<file path="config.mk">
export PLATFORM = sky130hd
export DESIGN_NAME = indexed_array_with_shift_delete_unit
export DESIGN_NICKNAME = d
export VERILOG_FILES = /design/src/iawsd_pkg.sv /design/src/indexed_array_with_shift_delete_unit.sv /design/src/iawsd_cell.sv
export SDC_FILE = /design/constraint.sdc
export NUM_CORES = 2
export LEC_CHECK = 0
export BUFFER_PORTS_ARGS = -buffer_cell sky130_fd_sc_hd__buf_2
export CORE_MARGIN = 10
export CORE_UTILIZATION = 30
export CTS_BUF_LIST = sky130_fd_sc_hd__clkbuf_8
export DETAILED_ROUTE_END_ITERATION = 16
export PLACE_DENSITY = 0.49
export SYNTH_ARGS = -nofsm -noshare
export SYNTH_HDL_FRONTEND = slang
export SYNTH_HIERARCHICAL = 1
export SYNTH_SLANG_ARGS = --single-unit
</file>
<file path="constraint.sdc">
create_clock -name clk -period 8.35 [get_ports clk]
set_input_delay 0.4175 -clock clk [delete_from_list [all_inputs] [get_ports clk]]
set_output_delay 0.4175 -clock clk [all_outputs]
set_load 0.02 [all_outputs]
</file>
<file path="src/iawsd_pkg.sv">
// Shared constants, request and status codes, and the cell control bundle.
package iawsd_pkg;

  // Store size and derived widths.
  localparam int CAPACITY = 64;
  localparam int DATA_W   = 32;
  localparam int IDX_W    = 6;
  localparam int OCNT_W   = 7;
  localparam int CNT_W    = $clog2(CAPACITY + 1);
  localparam int CMP_W    = (CNT_W > IDX_W) ? CNT_W : IDX_W;

  // Request kinds.
  localparam logic [1:0] REQ_APPEND = 2'd0;
  localparam logic [1:0] REQ_REMOVE = 2'd1;
  localparam logic [1:0] REQ_READ   = 2'd2;

  // Result status codes.
  localparam logic [1:0] ST_OK        = 2'd0;
  localparam logic [1:0] ST_BAD_INDEX = 2'd1;
  localparam logic [1:0] ST_FULL      = 2'd2;

  // Control broadcast from the top level to every cell.
  typedef struct packed {
    logic              append;
    logic              remove;
    logic              read;
    logic [CMP_W-1:0]  pos;
    logic [CMP_W-1:0]  tail;
    logic [DATA_W-1:0] value;
  } cell_ctl_t;

endpackage

</file>
<file path="src/indexed_array_with_shift_delete_unit.sv">
// Top level: packed word array built as a row of shifting cells.
// A request's result is registered and shown in the cycle after acceptance.
// One request per cycle unless the output stalls; the cells shift all later entries at once.
// A new request is taken while the previous result is being taken in the same cycle.
// Reset (rst, synchronous, active high) clears the fill count and the output valid;
// cell contents are left as they are and are never read before being written.
module indexed_array_with_shift_delete_unit (
  input  logic        clk,
  input  logic        rst,
  input  logic        s_tvalid,
  output logic        s_tready,
  input  logic [39:0] s_tdata,   // value[31:0], index[37:32], zeros[39:38]
  input  logic [1:0]  s_tuser,   // req_type[1:0]
  output logic        m_tvalid,
  input  logic        m_tready,
  output logic [47:0] m_tdata    // read_value[31:0], status[33:32], entry_count[40:34], zeros
);

  localparam int N = iawsd_pkg::CAPACITY;
  localparam int W = iawsd_pkg::DATA_W;

  logic [iawsd_pkg::CNT_W-1:0] fill_count;
  logic [iawsd_pkg::CNT_W-1:0] fill_count_next;

  logic                         accept;
  logic [1:0]                   req_type;
  logic [W-1:0]                 value;
  logic [iawsd_pkg::IDX_W-1:0]  index;
  logic                         full;
  logic                         idx_ok;
  iawsd_pkg::cell_ctl_t         ctl;

  logic [W-1:0] words   [N];
  logic [W-1:0] rd_words[N];
  logic [W-1:0] rd_bus;

  logic [W-1:0]                  rd_value_next;
  logic [1:0]                    status_next;
  logic [W-1:0]                  out_read_value;
  logic [1:0]                    out_status;
  logic [iawsd_pkg::OCNT_W-1:0]  out_count;

  // Request unpacking.
  assign req_type = s_tuser;
  assign value    = s_tdata[31:0];
  assign index    = s_tdata[37:32];

  assign s_tready = !m_tvalid || m_tready;
  assign accept   = s_tvalid && s_tready;

  assign full   = (fill_count == iawsd_pkg::CNT_W'(N));
  assign idx_ok = (iawsd_pkg::CMP_W'(index) < iawsd_pkg::CMP_W'(fill_count));

  // Control broadcast to the cells.
  always_comb begin
    ctl.append = accept && (req_type == iawsd_pkg::REQ_APPEND) && !full;
    ctl.remove = accept && (req_type == iawsd_pkg::REQ_REMOVE) && idx_ok;
    ctl.read   = (req_type == iawsd_pkg::REQ_READ) && idx_ok;
    ctl.pos    = iawsd_pkg::CMP_W'(index);
    ctl.tail   = iawsd_pkg::CMP_W'(fill_count);
    ctl.value  = value;
  end

  // The row of cells; each takes its upper neighbor's word on removal.
  for (genvar k = 0; k < N; k++) begin : g_cell
    logic [W-1:0] upper;
    if (k == N - 1) begin : g_last
      assign upper = words[k];
    end else begin : g_mid
      assign upper = words[k+1];
    end
    iawsd_cell u_cell (
      .clk        (clk),
      .cell_idx   (iawsd_pkg::CMP_W'(k)),
      .ctl        (ctl),
      .upper_word (upper),
      .word       (words[k]),
      .rd_word    (rd_words[k])
    );
  end

  // Combine the read bus; at most one cell drives a nonzero word.
  always_comb begin
    rd_bus = '0;
    for (int k = 0; k < N; k++) begin
      rd_bus = rd_bus | rd_words[k];
    end
  end

  // Next fill count and the result fields.
  always_comb begin
    fill_count_next = fill_count;
    rd_value_next   = '0;
    status_next     = iawsd_pkg::ST_OK;
    case (req_type)
      iawsd_pkg::REQ_APPEND: begin
        if (full) begin
          status_next = iawsd_pkg::ST_FULL;
        end else begin
          fill_count_next = fill_count + 1'b1;
        end
      end
      iawsd_pkg::REQ_REMOVE: begin
        if (idx_ok) begin
          fill_count_next = fill_count - 1'b1;
        end else begin
          status_next = iawsd_pkg::ST_BAD_INDEX;
        end
      end
      iawsd_pkg::REQ_READ: begin
        if (idx_ok) begin
          rd_value_next = rd_bus;
        end else begin
          status_next   = iawsd_pkg::ST_BAD_INDEX;
          rd_value_next = '1;
        end
      end
      default: begin
        status_next = iawsd_pkg::ST_OK;
      end
    endcase
  end

  // Fill count register.
  always_ff @(posedge clk) begin
    if (rst) begin
      fill_count <= '0;
    end else if (accept) begin
      fill_count <= fill_count_next;
    end
  end

  // Output register; the handshake parts input and output sides.
  always_ff @(posedge clk) begin
    if (rst) begin
      m_tvalid <= 1'b0;
    end else if (accept) begin
      m_tvalid <= 1'b1;
    end else if (m_tready) begin
      m_tvalid <= 1'b0;
    end
  end

  always_ff @(posedge clk) begin
    if (accept) begin
      out_read_value <= rd_value_next;
      out_status     <= status_next;
      out_count      <= iawsd_pkg::OCNT_W'(fill_count_next);
    end
  end

  assign m_tdata = {7'd0, out_count, out_status, out_read_value};

  // The fill count never exceeds the capacity.
  a_count_bound: assert property (@(posedge clk) disable iff (rst)
    fill_count <= iawsd_pkg::CNT_W'(N))
    else $error("fill count above capacity");

  // An append into a store with room grows the count by one.
  a_append_grows: assert property (@(posedge clk) disable iff (rst)
    (accept && req_type == iawsd_pkg::REQ_APPEND && !full)
      |=> fill_count == $past(fill_count) + 1'b1)
    else $error("append did not grow the count");

  // A full status is reported only with the store at capacity.
  a_full_count: assert property (@(posedge clk) disable iff (rst)
    (m_tvalid && out_status == iawsd_pkg::ST_FULL)
      |-> out_count == iawsd_pkg::OCNT_W'(N))
    else $error("full status with a count below capacity");

  // A successful read of a valid index never reports the invalid marker status.
  a_read_status: assert property (@(posedge clk) disable iff (rst)
    (accept && req_type == iawsd_pkg::REQ_READ && idx_ok)
      |=> out_status == iawsd_pkg::ST_OK)
    else $error("valid read reported a bad status");

endmodule

</file>
<file path="src/iawsd_cell.sv">
// One storage cell of the array: holds a word, takes its upper neighbor on removal.
module iawsd_cell (
  input  logic                            clk,
  input  logic [iawsd_pkg::CMP_W-1:0]     cell_idx,
  input  iawsd_pkg::cell_ctl_t            ctl,
  input  logic [iawsd_pkg::DATA_W-1:0]    upper_word,
  output logic [iawsd_pkg::DATA_W-1:0]    word,
  output logic [iawsd_pkg::DATA_W-1:0]    rd_word
);

  logic is_tail;
  logic at_or_after;
  logic is_sel;

  assign is_tail     = (cell_idx == ctl.tail);
  assign at_or_after = (cell_idx >= ctl.pos);
  assign is_sel      = (cell_idx == ctl.pos);

  // An append lands in the first free cell; a removal pulls every later cell down.
  always_ff @(posedge clk) begin
    if (ctl.append && is_tail) begin
      word <= ctl.value;
    end else if (ctl.remove && at_or_after) begin
      word <= upper_word;
    end
  end

  // Only the addressed cell drives the shared read bus.
  assign rd_word = (ctl.read && is_sel) ? word : '0;

endmodule

</file>
==> flow_metrics.env <==
export IMPL_drt_iter0_drc=9305
export IMPL_combPwrFrac_pct=7.5
export IMPL_ys_warn_count=6
export IMPL_cts_max_level=5
export IMPL_hold_viol=0
export IMPL_multi_input_area_mm2=0.06101
export IMPL_dp_hpwl_um=359600
export IMPL_place_gp_congestion=0.8934
export IMPL_clkPwrFrac_pct=40.7
export IMPL_cp_arrival_ps=7280
export IMPL_final_setup_tns_ps=0
export IMPL_synth_top_cell_area_share_pct=50.43
export IMPL_cts_buffers=388
export IMPL_antenna_found_initial=83
export IMPL_final_area_mm2=0.1429
export IMPL_report_final_setup_viol=0
export IMPL_postPlaceCellArea_mm2=0.1360
export IMPL_period_needed_ps=6477
export IMPL_synth_async_reset_ratio_pct=0
export IMPL_power_switching_uw=5955
export IMPL_rsz0062_at_grt="false"
export IMPL_cp_end_kind="flip-flop"
export IMPL_synth_seq_cells=2097
export IMPL_cts_sinks=2097
export IMPL_grt_start_max_net_pins=75
export IMPL_synth_ff_type="edfxtp_1"
export IMPL_outcome="completed"
export IMPL_clkTransAtPathRegs_ps=70
export IMPL_min_path_type="primary input to flip-flop"
export IMPL_crit_fanout=40
export IMPL_drv_slew=0
export IMPL_powerDensity_mw_per_mm2=158.2
export IMPL_cts_tree="done"
export IMPL_core_area_mm2=0.4131
export IMPL_relSlewSlack_pct=4.181
export IMPL_register_area_mm2=0.06292
export IMPL_cp_slowest_cell="nor4_1"
export IMPL_max_freq_mhz=154.4
export IMPL_die_area_mm2=0.4408
export IMPL_clkLatencyLatePin_ps=1110
export IMPL_synth_cell_types=49
export IMPL_grt_pass1_wl_um=709000
export IMPL_clockRootBuffer="clkbuf_8"
export IMPL_cap_violations=0
export IMPL_syn2layout_area_growth_pct=14.88
export IMPL_synthCells=9754
export IMPL_dr_pass1_iters=6
export IMPL_io_pin_count=96
export IMPL_worst_slew_pin_slew_ps=1424
export IMPL_power_share_switching_pct=26.34
export IMPL_cpPeakStageDelay_ps=1060
export IMPL_avgRoutedWirePerCell_um=30.73
export IMPL_final_common_cell="edfxtp_1"
export IMPL_crit_path_cell_trace="inv_1 > ha_1 > a2111oi_4 > o21ai_1 > nand2_1 > and2_4 > buf_12 > nand4_1 > nor2_4 > buf_4 > and2_1 > nor4_1 > nand4_1 > nor4_1 > a21boi_0"
export IMPL_finish_utilization_pct=34.59
export IMPL_clock_skew_ps=90.28
export IMPL_seq_area_frac_synth_pct=50.56
export IMPL_start_util_pct=30.11
export IMPL_clockBufferDepth=4
export IMPL_drt_wl_total_um=520800
export IMPL_viasPerCell=5.168
export IMPL_portBuffers=86
export IMPL_mostFrequentLayoutCells="2,089 x edfxtp_1, 2,049 x and2_1, 1,921 x mux2_2, 967 x conb_1, 592 x inv_1"
export IMPL_seq_power_share_pct=51.8
export IMPL_irDropWorstVdd_uv=119.6
export IMPL_cts_resized=0
export IMPL_chipHeight_um=663.9
export IMPL_start_kind="flip-flop"
export IMPL_grt_use_total_pct=22.54
export IMPL_overflow=0
export IMPL_vias=87574
export IMPL_drive_above_1_share_pct=26.22
export IMPL_power_leakage_uw=0.05186
export IMPL_crit_type="flip-flop to flip-flop"
export IMPL_synth_avg_cell_area_um2=12.75
export IMPL_num_rows=236
export IMPL_nets=11678
export IMPL_period_share_pct=77.57
export IMPL_worst_ep_required_time_ps=9150
export IMPL_p_int_uw=16650
export IMPL_yosysTopAreaCell="edfxtp_1"
export IMPL_first_global_vias=87719
export IMPL_synthTopCellsByArea="edfxtp_1 50%, mux2_2 17%, and2_1 10%, ha_1 4.6%, xnor2_1 3.2%"
export IMPL_dieWidth_um=663.9
export IMPL_drc_errors=0
export IMPL_synth_edff_count=2089
export IMPL_netlist_area_mm2=0.1244
export IMPL_final_antenna_net_count=0
export IMPL_fillers=40648
## cell usage after synthesis, drive strengths merged (34+ instances only)
cell / n
nor2: 200
edfxtp: 2089
nand4: 390
o21a: 68
inv: 464
ha: 459
nand2: 76
buf: 203
nor4: 550
and2: 2050
a211oi: 68
a21oi: 140
clkbuf: 205
o31ai: 66
a21o: 65
a21boi: 34
mux2: 2049
xnor2: 448
nand2b: 66
## power groups by stage
stage	combinational [uW]	sequential [uW]	clock, uW
final	1710	11700	9200
after global placement	1590	11900	0
after CTS	1670	11700	9340
after global routing	1870	11700	9820
after detailed placement	1660	11900	0
after floorplan	916	11900	0
## metal layers
metal | wire (um) | track usage [%] | share of wire, % | vias to the layer above
li1 | - | - | - | 37932
met1 | 213300 | 28.97 | 41 | 45027
met2 | 240900 | 37.04 | 46 | 3704
met3 | 38770 | 3.976 | 7.4 | 889
met4 | 27710 | 10.10 | 5.3 | 22
met5 | 147 | 0 | 0.028 | -
## cell type report
type	instances	area share, %
clock inverters	272	0.9150
clock buffers	392	3.775
inverters	464	1.219
well taps	5474	4.793
diodes	26	0.04553
multi-input cells	7750	42.69
repair buffers	472	2.532
flip-flops and latches	2097	44.03
## final timing paths
kind                              start  slack, ps                    endpoint  cells past startpoint
min                          s_tdata[7]        120   g_cell[23].u_cell/word[7]                      2
min reg2reg  g_cell[29].u_cell/word[13]        500  g_cell[28].u_cell/word[13]                      1
max                       fill_count[1]       1870          out_read_value[20]                     15
max reg2reg               fill_count[1]       1870          out_read_value[20]                     15
## sequential cells by signal, indices dropped and copies added, names as in the netlist
| name | cells |
|---|---|
| out_count | 7 |
| out_read_value | 32 |
| g_cell.u_cell/word | 2048 |
| out_status | 2 |
| m_tvalid | 1 |
| fill_count | 7 |
## timing repair
action / 4_1_cts / 5_1_grt
hold buffers: 13 / 0
hold endpoints to repair: 100 / 0
endpoints found under the setup margin: 0 / 0
buffers inserted: 0 / 0
## through the flow
step	hold slack [ps]	cells	total power, uW	setup slack, ps
after floorplan	519.0	10719	12820	999.7
after global placement	526.0	16244	13510	1898
after detailed placement	534.6	16244	13570	1879
after CTS	5.810	16921	22720	1840
after global routing	27.21	16930	23390	1712
final	115.3	16947	22610	1873
## cell families (layout without fill, tap and decap cells)
family | after synthesis | in the layout | share of synthesized area, %
adder cells (fa/ha/maj) | 459 | 459 | 4.617
buffers and inverters | 872 | 1600 | 3.817
flip-flops | 2097 | 2097 | 50.56
XOR/XNOR | 448 | 448 | 3.154
other | 2 | 993 | 0.006037
AO/OA/AOI/OAI | 477 | 477 | 2.627
AND/OR/NAND/NOR | 3350 | 3350 | 16.67
multiplexers | 2049 | 2049 | 18.55
## critical path: cells and delay by family (launching register included)
kind	cells	cell delay (ps)
flops	1	890
simple gates	8	3350
buf+inv	3	750
fa+ha+maj	1	390
compound gates	3	640
No activity file was read; power rests on OpenSTA's default activity.
